===== config.mk =====
export PLATFORM = sky130hd
export DESIGN_NAME = rgb_to_hsl_converter_flat
export DESIGN_NICKNAME = d
export VERILOG_FILES = /design/src/sv/rhc_pkg.sv /design/src/sv/rhc_stream_if.sv /design/src/sv/rhc_prep.sv /design/src/sv/rhc_div_pipe.sv /design/src/sv/rhc_out.sv /design/src/sv/rgb_to_hsl_converter.sv /design/src/flat_wrapper.sv
export SDC_FILE = /design/constraint.sdc
export NUM_CORES = 2
export LEC_CHECK = 0
export BUFFER_PORTS_ARGS = -buffer_cell sky130_fd_sc_hd__buf_2
export CAP_MARGIN = 10
export CORE_MARGIN = 8
export CORE_UTILIZATION = 40
export DETAILED_ROUTE_END_ITERATION = 8
export SYNTH_ARGS = -nofsm -noshare
export SYNTH_HDL_FRONTEND = slang
export SYNTH_HIERARCHICAL = 1
export SYNTH_SLANG_ARGS = --single-unit

===== constraint.sdc =====
create_clock -name clk -period 88.6 [get_ports clk]
set_input_delay 8.86 -clock clk [delete_from_list [all_inputs] [get_ports clk]]
set_output_delay 8.86 -clock clk [all_outputs]
set_load 0.03 [all_outputs]

===== src/sv/rhc_pkg.sv =====
`timescale 1ns / 1ps

package rhc_pkg;

    // quotient bits of both dividers; saturation can reach 65536 before clamping
    localparam int SAT_QUO_W = 17;
    localparam int SAT_W     = 16;
    localparam logic [SAT_W-1:0] SAT_MAX = '1;

    localparam int HUE_STEP_DEG    = 60;
    localparam int GREEN_BASE_DEG  = 120;
    localparam int BLUE_BASE_DEG   = 240;
    localparam int FULL_CIRCLE_DEG = 360;

    typedef enum logic [1:0] {
        SECT_RED   = 2'd0,
        SECT_GREEN = 2'd1,
        SECT_BLUE  = 2'd2
    } hue_sector_t;

    typedef struct packed {
        hue_sector_t sector;
        logic        neg;     // offset is subtracted from the sector base
        logic        gray;    // zero chroma
    } hue_ctl_t;

endpackage


===== src/sv/rhc_stream_if.sv =====
`timescale 1ns / 1ps

interface rhc_pix_if #(
    parameter int COMPONENT_BITS = 8
);
    logic                      valid;
    logic                      ready;
    logic [COMPONENT_BITS-1:0] red;
    logic [COMPONENT_BITS-1:0] green;
    logic [COMPONENT_BITS-1:0] blue;
    logic [COMPONENT_BITS-1:0] alpha_in;

    modport source (output valid, red, green, blue, alpha_in, input ready);
    modport sink   (input valid, red, green, blue, alpha_in, output ready);
endinterface

interface rhc_hsl_if import rhc_pkg::*; #(
    parameter int COMPONENT_BITS    = 8,
    parameter int HUE_FRACTION_BITS = 6
);
    logic                           valid;
    logic                           ready;
    logic [9+HUE_FRACTION_BITS-1:0] hue;
    logic [SAT_W-1:0]               saturation;
    logic [COMPONENT_BITS:0]        lightness_sum;
    logic [COMPONENT_BITS-1:0]      alpha_out;

    modport source (output valid, hue, saturation, lightness_sum, alpha_out, input ready);
    modport sink   (input valid, hue, saturation, lightness_sum, alpha_out, output ready);
endinterface


===== src/sv/rhc_prep.sv =====
`timescale 1ns / 1ps

// Two stages: max/min/sector pick, then divider operands.
module rhc_prep import rhc_pkg::*; #(
    parameter int COMPONENT_BITS    = 8,
    parameter int HUE_FRACTION_BITS = 6,
    parameter int HNUM_W            = 22,
    parameter int SNUM_W            = 25,
    parameter int DEN_W             = 9
) (
    input  logic                        clk,
    input  logic                        rst_n,
    input  logic                        advance,
    input  logic                        in_valid,
    input  logic [COMPONENT_BITS-1:0]   red,
    input  logic [COMPONENT_BITS-1:0]   green,
    input  logic [COMPONENT_BITS-1:0]   blue,
    input  logic [COMPONENT_BITS-1:0]   alpha_in,
    output logic                        out_valid,
    output hue_ctl_t                    out_ctl,
    output logic [2*COMPONENT_BITS:0]   out_side,
    output logic [HNUM_W-1:0]           h_num,
    output logic [DEN_W-1:0]            h_den,
    output logic [SNUM_W-1:0]           s_num,
    output logic [DEN_W-1:0]            s_den
);
    localparam int CB = COMPONENT_BITS;
    localparam int HF = HUE_FRACTION_BITS;
    localparam logic [CB-1:0] FULL = '1;

    // stage 1
    hue_ctl_t      ctl1;
    logic [CB-1:0] mx, mn, pos_c, neg_c, diff1, chroma1;
    logic [CB:0]   sum1;

    always_comb
    begin
        if ((red >= green) && (red >= blue))
        begin
            ctl1.sector = SECT_RED;
            mx          = red;
            mn          = (green < blue) ? green : blue;
            pos_c       = green;
            neg_c       = blue;
        end
        else if (green >= blue)
        begin
            ctl1.sector = SECT_GREEN;
            mx          = green;
            mn          = (red < blue) ? red : blue;
            pos_c       = blue;
            neg_c       = red;
        end
        else
        begin
            ctl1.sector = SECT_BLUE;
            mx          = blue;
            mn          = (red < green) ? red : green;
            pos_c       = red;
            neg_c       = green;
        end
        ctl1.neg  = pos_c < neg_c;
        diff1     = ctl1.neg ? (neg_c - pos_c) : (pos_c - neg_c);
        chroma1   = mx - mn;
        sum1      = {1'b0, mx} + {1'b0, mn};
        ctl1.gray = (chroma1 == '0);
    end

    logic          v1_reg;
    hue_ctl_t      ctl1_reg;
    logic [CB-1:0] diff1_reg, chroma1_reg, alpha1_reg;
    logic [CB:0]   sum1_reg;

    always_ff @(posedge clk or negedge rst_n)
    begin
        if (!rst_n)
        begin
            v1_reg <= 1'b0;
        end
        else if (advance)
        begin
            v1_reg <= in_valid;
        end
    end

    always_ff @(posedge clk)
    begin
        if (advance)
        begin
            ctl1_reg    <= ctl1;
            diff1_reg   <= diff1;
            chroma1_reg <= chroma1;
            sum1_reg    <= sum1;
            alpha1_reg  <= alpha_in;
        end
    end

    // stage 2: hue numerator 2*60*2^HF*diff + c (minus one when subtracting)
    // so that one floor divide by 2c gives the rounded offset either way
    logic [HNUM_W-1:0] hq2, h_num2;
    logic [CB-1:0]     dsat;
    logic [SNUM_W-1:0] s_num2;

    always_comb
    begin
        hq2    = (HNUM_W'(diff1_reg) * HNUM_W'(HUE_STEP_DEG)) << (HF + 1);
        h_num2 = hq2 + HNUM_W'(chroma1_reg) - HNUM_W'(ctl1_reg.neg);
        if (sum1_reg > {1'b0, FULL})
        begin
            dsat = CB'({FULL, 1'b0} - sum1_reg);
        end
        else
        begin
            dsat = sum1_reg[CB-1:0];
        end
        s_num2 = {chroma1_reg, SAT_QUO_W'(0)} + SNUM_W'(dsat);
    end

    logic              v2_reg;
    hue_ctl_t          ctl2_reg;
    logic [2*CB:0]     side2_reg;
    logic [HNUM_W-1:0] h_num_reg;
    logic [DEN_W-1:0]  h_den_reg, s_den_reg;
    logic [SNUM_W-1:0] s_num_reg;

    always_ff @(posedge clk or negedge rst_n)
    begin
        if (!rst_n)
        begin
            v2_reg <= 1'b0;
        end
        else if (advance)
        begin
            v2_reg <= v1_reg;
        end
    end

    always_ff @(posedge clk)
    begin
        if (advance)
        begin
            ctl2_reg  <= ctl1_reg;
            side2_reg <= {sum1_reg, alpha1_reg};
            h_num_reg <= h_num2;
            h_den_reg <= DEN_W'({chroma1_reg, 1'b0});
            s_num_reg <= s_num2;
            s_den_reg <= DEN_W'({dsat, 1'b0});
        end
    end

    assign out_valid = v2_reg;
    assign out_ctl   = ctl2_reg;
    assign out_side  = side2_reg;
    assign h_num     = h_num_reg;
    assign h_den     = h_den_reg;
    assign s_num     = s_num_reg;
    assign s_den     = s_den_reg;
endmodule


===== src/sv/rhc_div_pipe.sv =====
`timescale 1ns / 1ps

// Two restoring dividers side by side, one quotient bit per stage.
// Each stage holds the partial remainder and a word that shifts numerator
// bits out of the top while quotient bits enter at the bottom.
module rhc_div_pipe import rhc_pkg::*; #(
    parameter int HNUM_W = 22,
    parameter int SNUM_W = 25,
    parameter int DEN_W  = 9,
    parameter int SIDE_W = 17
) (
    input  logic                 clk,
    input  logic                 rst_n,
    input  logic                 advance,
    input  logic                 in_valid,
    input  hue_ctl_t             in_ctl,
    input  logic [SIDE_W-1:0]    in_side,
    input  logic [HNUM_W-1:0]    h_num,
    input  logic [DEN_W-1:0]     h_den,
    input  logic [SNUM_W-1:0]    s_num,
    input  logic [DEN_W-1:0]     s_den,
    output logic                 out_valid,
    output hue_ctl_t             out_ctl,
    output logic [SIDE_W-1:0]    out_side,
    output logic [SAT_QUO_W-1:0] h_quo,
    output logic [SAT_QUO_W-1:0] s_quo
);
    localparam int QW = SAT_QUO_W;
    localparam int HX = (HNUM_W > QW) ? HNUM_W : QW + 1;
    localparam int SX = (SNUM_W > QW) ? SNUM_W : QW + 1;

    // the quotient fits in QW bits, so the bits above QW are below the divisor
    logic [HX-1:0] h_ext;
    logic [SX-1:0] s_ext;
    assign h_ext = HX'(h_num);
    assign s_ext = SX'(s_num);

    logic              valid_reg [0:QW-1];
    hue_ctl_t          ctl_reg   [0:QW-1];
    logic [SIDE_W-1:0] side_reg  [0:QW-1];
    logic [QW-1:0]     h_nq_reg  [0:QW-1];
    logic [QW-1:0]     s_nq_reg  [0:QW-1];
    logic [DEN_W-1:0]  h_rem_reg [0:QW-2];
    logic [DEN_W-1:0]  s_rem_reg [0:QW-2];
    logic [DEN_W-1:0]  h_den_reg [0:QW-2];
    logic [DEN_W-1:0]  s_den_reg [0:QW-2];

    for (genvar i = 0; i < QW; i++)
    begin : g_stage
        logic              vi;
        hue_ctl_t          ci;
        logic [SIDE_W-1:0] si;
        logic [DEN_W-1:0]  hr, hd, sr, sd, hr_n, sr_n;
        logic [QW-1:0]     hq, sq;
        logic [DEN_W:0]    h_trial, s_trial;
        logic              h_bit, s_bit;

        if (i == 0)
        begin : g_first
            assign vi = in_valid;
            assign ci = in_ctl;
            assign si = in_side;
            assign hr = DEN_W'(h_ext >> QW);
            assign hq = h_ext[QW-1:0];
            assign hd = h_den;
            assign sr = DEN_W'(s_ext >> QW);
            assign sq = s_ext[QW-1:0];
            assign sd = s_den;
        end
        else
        begin : g_next
            assign vi = valid_reg[i-1];
            assign ci = ctl_reg[i-1];
            assign si = side_reg[i-1];
            assign hr = h_rem_reg[i-1];
            assign hq = h_nq_reg[i-1];
            assign hd = h_den_reg[i-1];
            assign sr = s_rem_reg[i-1];
            assign sq = s_nq_reg[i-1];
            assign sd = s_den_reg[i-1];
        end

        always_comb
        begin
            h_trial = {hr, hq[QW-1]};
            h_bit   = h_trial >= {1'b0, hd};
            hr_n    = h_bit ? DEN_W'(h_trial - {1'b0, hd}) : h_trial[DEN_W-1:0];
            s_trial = {sr, sq[QW-1]};
            s_bit   = s_trial >= {1'b0, sd};
            sr_n    = s_bit ? DEN_W'(s_trial - {1'b0, sd}) : s_trial[DEN_W-1:0];
        end

        always_ff @(posedge clk or negedge rst_n)
        begin
            if (!rst_n)
            begin
                valid_reg[i] <= 1'b0;
            end
            else if (advance)
            begin
                valid_reg[i] <= vi;
            end
        end

        always_ff @(posedge clk)
        begin
            if (advance)
            begin
                ctl_reg[i]  <= ci;
                side_reg[i] <= si;
                h_nq_reg[i] <= {hq[QW-2:0], h_bit};
                s_nq_reg[i] <= {sq[QW-2:0], s_bit};
            end
        end

        if (i < QW - 1)
        begin : g_carry
            always_ff @(posedge clk)
            begin
                if (advance)
                begin
                    h_rem_reg[i] <= hr_n;
                    s_rem_reg[i] <= sr_n;
                    h_den_reg[i] <= hd;
                    s_den_reg[i] <= sd;
                end
            end
        end
    end

    assign out_valid = valid_reg[QW-1];
    assign out_ctl   = ctl_reg[QW-1];
    assign out_side  = side_reg[QW-1];
    assign h_quo     = h_nq_reg[QW-1];
    assign s_quo     = s_nq_reg[QW-1];
endmodule


===== src/sv/rhc_out.sv =====
`timescale 1ns / 1ps

// Hue assembly, saturation clamp, output register and skid register.
module rhc_out import rhc_pkg::*; #(
    parameter int COMPONENT_BITS    = 8,
    parameter int HUE_FRACTION_BITS = 6
) (
    input  logic                          clk,
    input  logic                          rst_n,
    output logic                          advance,
    input  logic                          in_valid,
    input  hue_ctl_t                      in_ctl,
    input  logic [2*COMPONENT_BITS:0]     in_side,
    input  logic [SAT_QUO_W-1:0]          h_quo,
    input  logic [SAT_QUO_W-1:0]          s_quo,
    rhc_hsl_if.source                     hsla
);
    localparam int CB    = COMPONENT_BITS;
    localparam int HF    = HUE_FRACTION_BITS;
    localparam int HUE_W = 9 + HF;
    localparam logic [HUE_W-1:0] HUE_FULL  = HUE_W'(FULL_CIRCLE_DEG * (2 ** HF));
    localparam logic [HUE_W-1:0] HUE_GREEN = HUE_W'(GREEN_BASE_DEG * (2 ** HF));
    localparam logic [HUE_W-1:0] HUE_BLUE  = HUE_W'(BLUE_BASE_DEG * (2 ** HF));

    logic [HUE_W-1:0] hq, hue_raw, hue_fin;
    logic [SAT_W-1:0] sat_fin;

    always_comb
    begin
        hq = HUE_W'(h_quo);
        case (in_ctl.sector)
            SECT_RED:   hue_raw = in_ctl.neg ? (HUE_FULL - hq) : hq;
            SECT_GREEN: hue_raw = in_ctl.neg ? (HUE_GREEN - hq) : (HUE_GREEN + hq);
            SECT_BLUE:  hue_raw = in_ctl.neg ? (HUE_BLUE - hq) : (HUE_BLUE + hq);
            default:    hue_raw = '0;
        endcase
        // a subtracted red-sector offset that rounds to zero lands on a full turn
        hue_fin = (hue_raw >= HUE_FULL) ? (hue_raw - HUE_FULL) : hue_raw;
        if (in_ctl.gray)
        begin
            hue_fin = '0;
        end

        if (in_ctl.gray)
        begin
            sat_fin = '0;
        end
        else if (s_quo[SAT_QUO_W-1])
        begin
            sat_fin = SAT_MAX;
        end
        else
        begin
            sat_fin = s_quo[SAT_W-1:0];
        end
    end

    logic             out_valid_reg, out_valid_next;
    logic             skid_valid_reg, skid_valid_next;
    logic [HUE_W-1:0] hue_reg, skid_hue_reg;
    logic [SAT_W-1:0] sat_reg, skid_sat_reg;
    logic [CB:0]      sum_reg, skid_sum_reg;
    logic [CB-1:0]    alpha_reg, skid_alpha_reg;
    logic             take, load_new, load_from_skid, load_skid;

    always_comb
    begin
        take            = out_valid_reg && hsla.ready;
        out_valid_next  = out_valid_reg;
        skid_valid_next = skid_valid_reg;
        load_new        = 1'b0;
        load_from_skid  = 1'b0;
        load_skid       = 1'b0;
        if (skid_valid_reg)
        begin
            if (take)
            begin
                load_from_skid  = 1'b1;
                skid_valid_next = 1'b0;
            end
        end
        else if (in_valid)
        begin
            if (!out_valid_reg || take)
            begin
                load_new       = 1'b1;
                out_valid_next = 1'b1;
            end
            else
            begin
                load_skid       = 1'b1;
                skid_valid_next = 1'b1;
            end
        end
        else if (take)
        begin
            out_valid_next = 1'b0;
        end
    end

    always_ff @(posedge clk or negedge rst_n)
    begin
        if (!rst_n)
        begin
            out_valid_reg  <= 1'b0;
            skid_valid_reg <= 1'b0;
        end
        else
        begin
            out_valid_reg  <= out_valid_next;
            skid_valid_reg <= skid_valid_next;
        end
    end

    always_ff @(posedge clk)
    begin
        if (load_new)
        begin
            hue_reg   <= hue_fin;
            sat_reg   <= sat_fin;
            sum_reg   <= in_side[2*CB:CB];
            alpha_reg <= in_side[CB-1:0];
        end
        else if (load_from_skid)
        begin
            hue_reg   <= skid_hue_reg;
            sat_reg   <= skid_sat_reg;
            sum_reg   <= skid_sum_reg;
            alpha_reg <= skid_alpha_reg;
        end
        if (load_skid)
        begin
            skid_hue_reg   <= hue_fin;
            skid_sat_reg   <= sat_fin;
            skid_sum_reg   <= in_side[2*CB:CB];
            skid_alpha_reg <= in_side[CB-1:0];
        end
    end

    assign advance            = !skid_valid_reg;
    assign hsla.valid         = out_valid_reg;
    assign hsla.hue           = hue_reg;
    assign hsla.saturation    = sat_reg;
    assign hsla.lightness_sum = sum_reg;
    assign hsla.alpha_out     = alpha_reg;
endmodule


===== src/sv/rgb_to_hsl_converter.sv =====
`timescale 1ns / 1ps

// Channel  Dir  Beat payload                                   Handshake
// -------  ---  ---------------------------------------------  -----------
// rgba     in   red, green, blue, alpha_in                     valid/ready
// hsla     out  hue, saturation, lightness_sum, alpha_out      valid/ready
//
// Throughput: one pixel per clock while the skid is empty. Between accepted
// beat and output valid lie 2 operand stages, 17 divider stages and 1 output
// register; the divider length is the 17 quotient bits that saturation needs.
// Reset: rst_n async, clears every valid bit; data registers are not reset.
// Stalls: a skid register behind the output register catches one beat; the
// whole pipeline freezes only while the skid is full, so rgba.ready is a flop.
module rgb_to_hsl_converter import rhc_pkg::*; #(
    parameter int COMPONENT_BITS    = 8,
    parameter int HUE_FRACTION_BITS = 6
) (
    input  logic      clk,
    input  logic      rst_n,
    rhc_pix_if.sink   rgba,
    rhc_hsl_if.source hsla
);
    localparam int CB     = COMPONENT_BITS;
    localparam int HF     = HUE_FRACTION_BITS;
    // 2 * 60 * 2^HF * diff + c
    localparam int HNUM_W = CB + HF + 8;
    // c * 2^17 + d
    localparam int SNUM_W = CB + SAT_QUO_W;
    // 2c and 2d
    localparam int DEN_W  = CB + 1;
    // lightness sum and alpha ride along
    localparam int SIDE_W = 2 * CB + 1;

    logic              advance;

    logic              pre_valid;
    hue_ctl_t          pre_ctl;
    logic [SIDE_W-1:0] pre_side;
    logic [HNUM_W-1:0] pre_h_num;
    logic [DEN_W-1:0]  pre_h_den;
    logic [SNUM_W-1:0] pre_s_num;
    logic [DEN_W-1:0]  pre_s_den;

    logic                 div_valid;
    hue_ctl_t             div_ctl;
    logic [SIDE_W-1:0]    div_side;
    logic [SAT_QUO_W-1:0] div_h_quo;
    logic [SAT_QUO_W-1:0] div_s_quo;

    // all stages move together; a beat is taken whenever the skid is empty
    assign rgba.ready = advance;

    rhc_prep #(
        .COMPONENT_BITS    (CB),
        .HUE_FRACTION_BITS (HF),
        .HNUM_W            (HNUM_W),
        .SNUM_W            (SNUM_W),
        .DEN_W             (DEN_W)
    ) u_prep (
        .clk       (clk),
        .rst_n     (rst_n),
        .advance   (advance),
        .in_valid  (rgba.valid),
        .red       (rgba.red),
        .green     (rgba.green),
        .blue      (rgba.blue),
        .alpha_in  (rgba.alpha_in),
        .out_valid (pre_valid),
        .out_ctl   (pre_ctl),
        .out_side  (pre_side),
        .h_num     (pre_h_num),
        .h_den     (pre_h_den),
        .s_num     (pre_s_num),
        .s_den     (pre_s_den)
    );

    rhc_div_pipe #(
        .HNUM_W (HNUM_W),
        .SNUM_W (SNUM_W),
        .DEN_W  (DEN_W),
        .SIDE_W (SIDE_W)
    ) u_div (
        .clk       (clk),
        .rst_n     (rst_n),
        .advance   (advance),
        .in_valid  (pre_valid),
        .in_ctl    (pre_ctl),
        .in_side   (pre_side),
        .h_num     (pre_h_num),
        .h_den     (pre_h_den),
        .s_num     (pre_s_num),
        .s_den     (pre_s_den),
        .out_valid (div_valid),
        .out_ctl   (div_ctl),
        .out_side  (div_side),
        .h_quo     (div_h_quo),
        .s_quo     (div_s_quo)
    );

    // gray pixels are forced to zero hue and saturation here, which also
    // covers the divide-by-zero lanes
    rhc_out #(
        .COMPONENT_BITS    (CB),
        .HUE_FRACTION_BITS (HF)
    ) u_out (
        .clk      (clk),
        .rst_n    (rst_n),
        .advance  (advance),
        .in_valid (div_valid),
        .in_ctl   (div_ctl),
        .in_side  (div_side),
        .h_quo    (div_h_quo),
        .s_quo    (div_s_quo),
        .hsla     (hsla)
    );
endmodule


===== src/flat_wrapper.sv =====
// flat-port wrapper written by rule: the top's interface ports become plain ports
module rgb_to_hsl_converter_flat import rhc_pkg::*;
#(
    parameter int COMPONENT_BITS    = 8,
    parameter int HUE_FRACTION_BITS = 6
)
  (clk, rst_n, rgba_valid, rgba_red, rgba_green, rgba_blue, rgba_alpha_in, rgba_ready, hsla_valid, hsla_hue, hsla_saturation, hsla_lightness_sum, hsla_alpha_out, hsla_ready);
  rhc_pix_if #(.COMPONENT_BITS(COMPONENT_BITS)) rgba_i ();
  rhc_hsl_if #(.COMPONENT_BITS(COMPONENT_BITS), .HUE_FRACTION_BITS(HUE_FRACTION_BITS)) hsla_i ();
  input  logic clk;
  input  logic rst_n;
  input wire logic [$bits(rgba_i.valid)-1:0] rgba_valid;
  input wire logic [$bits(rgba_i.red)-1:0] rgba_red;
  input wire logic [$bits(rgba_i.green)-1:0] rgba_green;
  input wire logic [$bits(rgba_i.blue)-1:0] rgba_blue;
  input wire logic [$bits(rgba_i.alpha_in)-1:0] rgba_alpha_in;
  output wire logic [$bits(rgba_i.ready)-1:0] rgba_ready;
  output wire logic [$bits(hsla_i.valid)-1:0] hsla_valid;
  output wire logic [$bits(hsla_i.hue)-1:0] hsla_hue;
  output wire logic [$bits(hsla_i.saturation)-1:0] hsla_saturation;
  output wire logic [$bits(hsla_i.lightness_sum)-1:0] hsla_lightness_sum;
  output wire logic [$bits(hsla_i.alpha_out)-1:0] hsla_alpha_out;
  input wire logic [$bits(hsla_i.ready)-1:0] hsla_ready;
  assign rgba_i.valid = rgba_valid;
  assign rgba_i.red = rgba_red;
  assign rgba_i.green = rgba_green;
  assign rgba_i.blue = rgba_blue;
  assign rgba_i.alpha_in = rgba_alpha_in;
  assign rgba_ready = rgba_i.ready;
  assign hsla_valid = hsla_i.valid;
  assign hsla_hue = hsla_i.hue;
  assign hsla_saturation = hsla_i.saturation;
  assign hsla_lightness_sum = hsla_i.lightness_sum;
  assign hsla_alpha_out = hsla_i.alpha_out;
  assign hsla_i.ready = hsla_ready;
  rgb_to_hsl_converter #(.COMPONENT_BITS(COMPONENT_BITS), .HUE_FRACTION_BITS(HUE_FRACTION_BITS)) u_core (.clk(clk), .rst_n(rst_n), .rgba(rgba_i), .hsla(hsla_i));
endmodule

==> metrics.md <==
| Metric | Value |
|---|---|
| Crit end category | `flip-flop` |
| Critical Path Source Type | `input pin` |
| CP Cell Sequence | `buf_2 -> inv_1 -> ha_1 -> a21o_1 -> a21o_1 -> a21o_1 -> nor2_2 -> buf_4 -> mux2_1 -> nand2_1 -> o221a_2 -> ha_1 -> inv_1 -> ha_1 -> nor2_1 -> o21bai_1 -> a21oi_1 -> o21ai_0 -> a21oi_1 -> xor2_1 -> nor3b_1` |
| Die ar. | `196000 sq um` |
| Final Hold Slack | `0.402 ns` |
| RSZ-0062 raised after global routing | `false` |
| Detailed placement HPWL | `77.7 mm` |
| H-tree levels | `4` |
| Max-cap viol count | `0` |
| Antenna violations before repair | `2` |
| First-pass GRT wire length | `188 mm` |
| Final period util | `0.153` |
| Slew @ Worst Pin | `1.10 ns` |
| Post-CTS sizing | `0` |
| Worst path bufs/invs | `4` |
| Commonest cells after routing, fill and taps aside | `1667 x edfxtp_1, 469 x inv_1, 391 x ha_1` |
| Cells after Synth | `4824` |
| Outcome | `completed` |
| CTS Buf Count | `173` |
| Iteration-0 DRC Markers | `2039` |
| Clk sinks | `1688` |
| HP Class | `reg2reg` |
| Max stage delay cell, worst path | `nor2_2` |
| Tot GR Track Use | `0.115` |
| Setup TNS | `0 ns` |
| Fin. max-slew vios | `0` |
| Hold Violations, Final | `0` |
| Vias in the first global route | `37.8k` |
| Initial core utilization | `0.403` |
| Clock Pin Slew Worst Setup and Hold Paths | `0.06 ns` |
| Longest Clk Path Bufs | `3` |
| FMAX | `0.0739 GHz` |
| Worst Path Required | `89.12 ns` |
| Crit path max fanout | `19` |
| Hold Buf Count CTS | `0` |
| Post-CTS Setup Bufs | `0` |
| Vias per std cell | `4.90` |
| DR DRC count | `0` |
| CP top delay family | `compound AO/OA/AOI/OAI gates` |
| Post-Route WL | `116 mm` |
| Share of cells above drive strength 1 | `0.116` |
| Crit-path max cell delay | `0.75 ns` |
| Total Nets Final | `5503` |
| Mapped Area | `72900 sq um` |
| Die W | `443 um` |
| Core area | `181000 sq um` |
| IO buf count | `85` |
| Rel. slew slack | `0.265` |
| Top Ports | `86` |
| Die Y-Extent | `443 um` |
| Vias | `37.0k` |
| Yosys warnings | `6` |
| Worst-skew pair later-pin latency | `0.78 ns` |
| Commonest non-fill, non-tap cell in the layout | `edfxtp_1` |
| Drt first pass iters | `5` |
| Clk_skew | `0.0222 ns` |
| Critical path type | `in2reg` |
| Fin crit period | `13.54 ns` |
| Worst setup slack for register-to-register paths | `83.38 ns` |
| Avg Inst Size Synth | `15.1 sq um` |
| Total grt overflow | `0` |
| Final setup vio count | `0` |
| Largest net degree at the start of global routing | `195` |
| DR WL/cell | `15.3 um` |
| Area Overhead vs Synth | `12.1%` |
| Crit path DAT | `14.05 ns` |
| TritonCTS clock tree | `yes` |
| Routability cong. | `0.829` |
| Final antenna-violating net count | `0` |
| Clock root cell | `clkbuf_16` |
| FP Rows | `156` |
[final cells by class]
cell class | count | area (sq um)
repair buffers | 131 | 796
clock buffers | 214 | 4590
diodes | 1 | 2.50
flip-flops and latches | 1688 | 50600
multi-input cells | 2561 | 20100
clock inverters | 102 | 991
fillers | 15700 | 99200
inverters | 474 | 1790
well taps | 2370 | 2970
[path summary, 6_finish.rpt]
check	start	cells past startpoint	to
min in group asynchronous	rst_n	1	u_core/u_prep/v1_reg$_DFFE_PN0P_
min	u_core/u_div/ctl_reg[1][6]$_DFFE_PP_	0	u_core/u_div/ctl_reg[1][10]$_DFFE_PP_
max in group asynchronous	rst_n	1	u_core/u_out/hsla.valid$_DFFE_PN0P_
min reg2reg	u_core/u_div/ctl_reg[1][6]$_DFFE_PP_	0	u_core/u_div/ctl_reg[1][10]$_DFFE_PP_
max	rgba_blue[5]	21	u_core/u_prep/ctl1_reg[0]$_DFFE_PP_
max reg2reg	u_core/u_out/skid_valid_reg$_DFF_PN0_	6	u_core/u_prep/sum1_reg[4]$_DFFE_PP_
[worst register-to-register path: stages (launching register included)]
cell	delay [ns]
dfrtp_1	0.46
inv_8	0.25
buf_4	0.67
buf_4	0.71
buf_4	0.75
buf_4	0.92
buf_4	1.00
[through the flow]
stage	area, sq um	util	setup WS [ns]	cells
2_1_floorplan	73000	-	48.79	4834
3_3_place_gp	76200	0.421	74.22	7224
3_5_place_dp	76200	0.421	74.19	7224
4_1_cts	81800	0.452	75.10	7540
5_1_grt	81800	0.452	74.81	7541
6_report	81800	0.452	75.06	7541
[routing by layer]
layer	GRT usage	up-vias	part of all wire
met5	0	-	0
met4	0.0384	0	0.027
met3	0.0268	210	0.041
met2	0.207	538	0.51
met1	0.135	17800	0.43
li1	-	18400	-
Power is left out: the tool's default activity adds up to more than one toggle a clock period on the data nets, which glitch-free logic cannot reach.
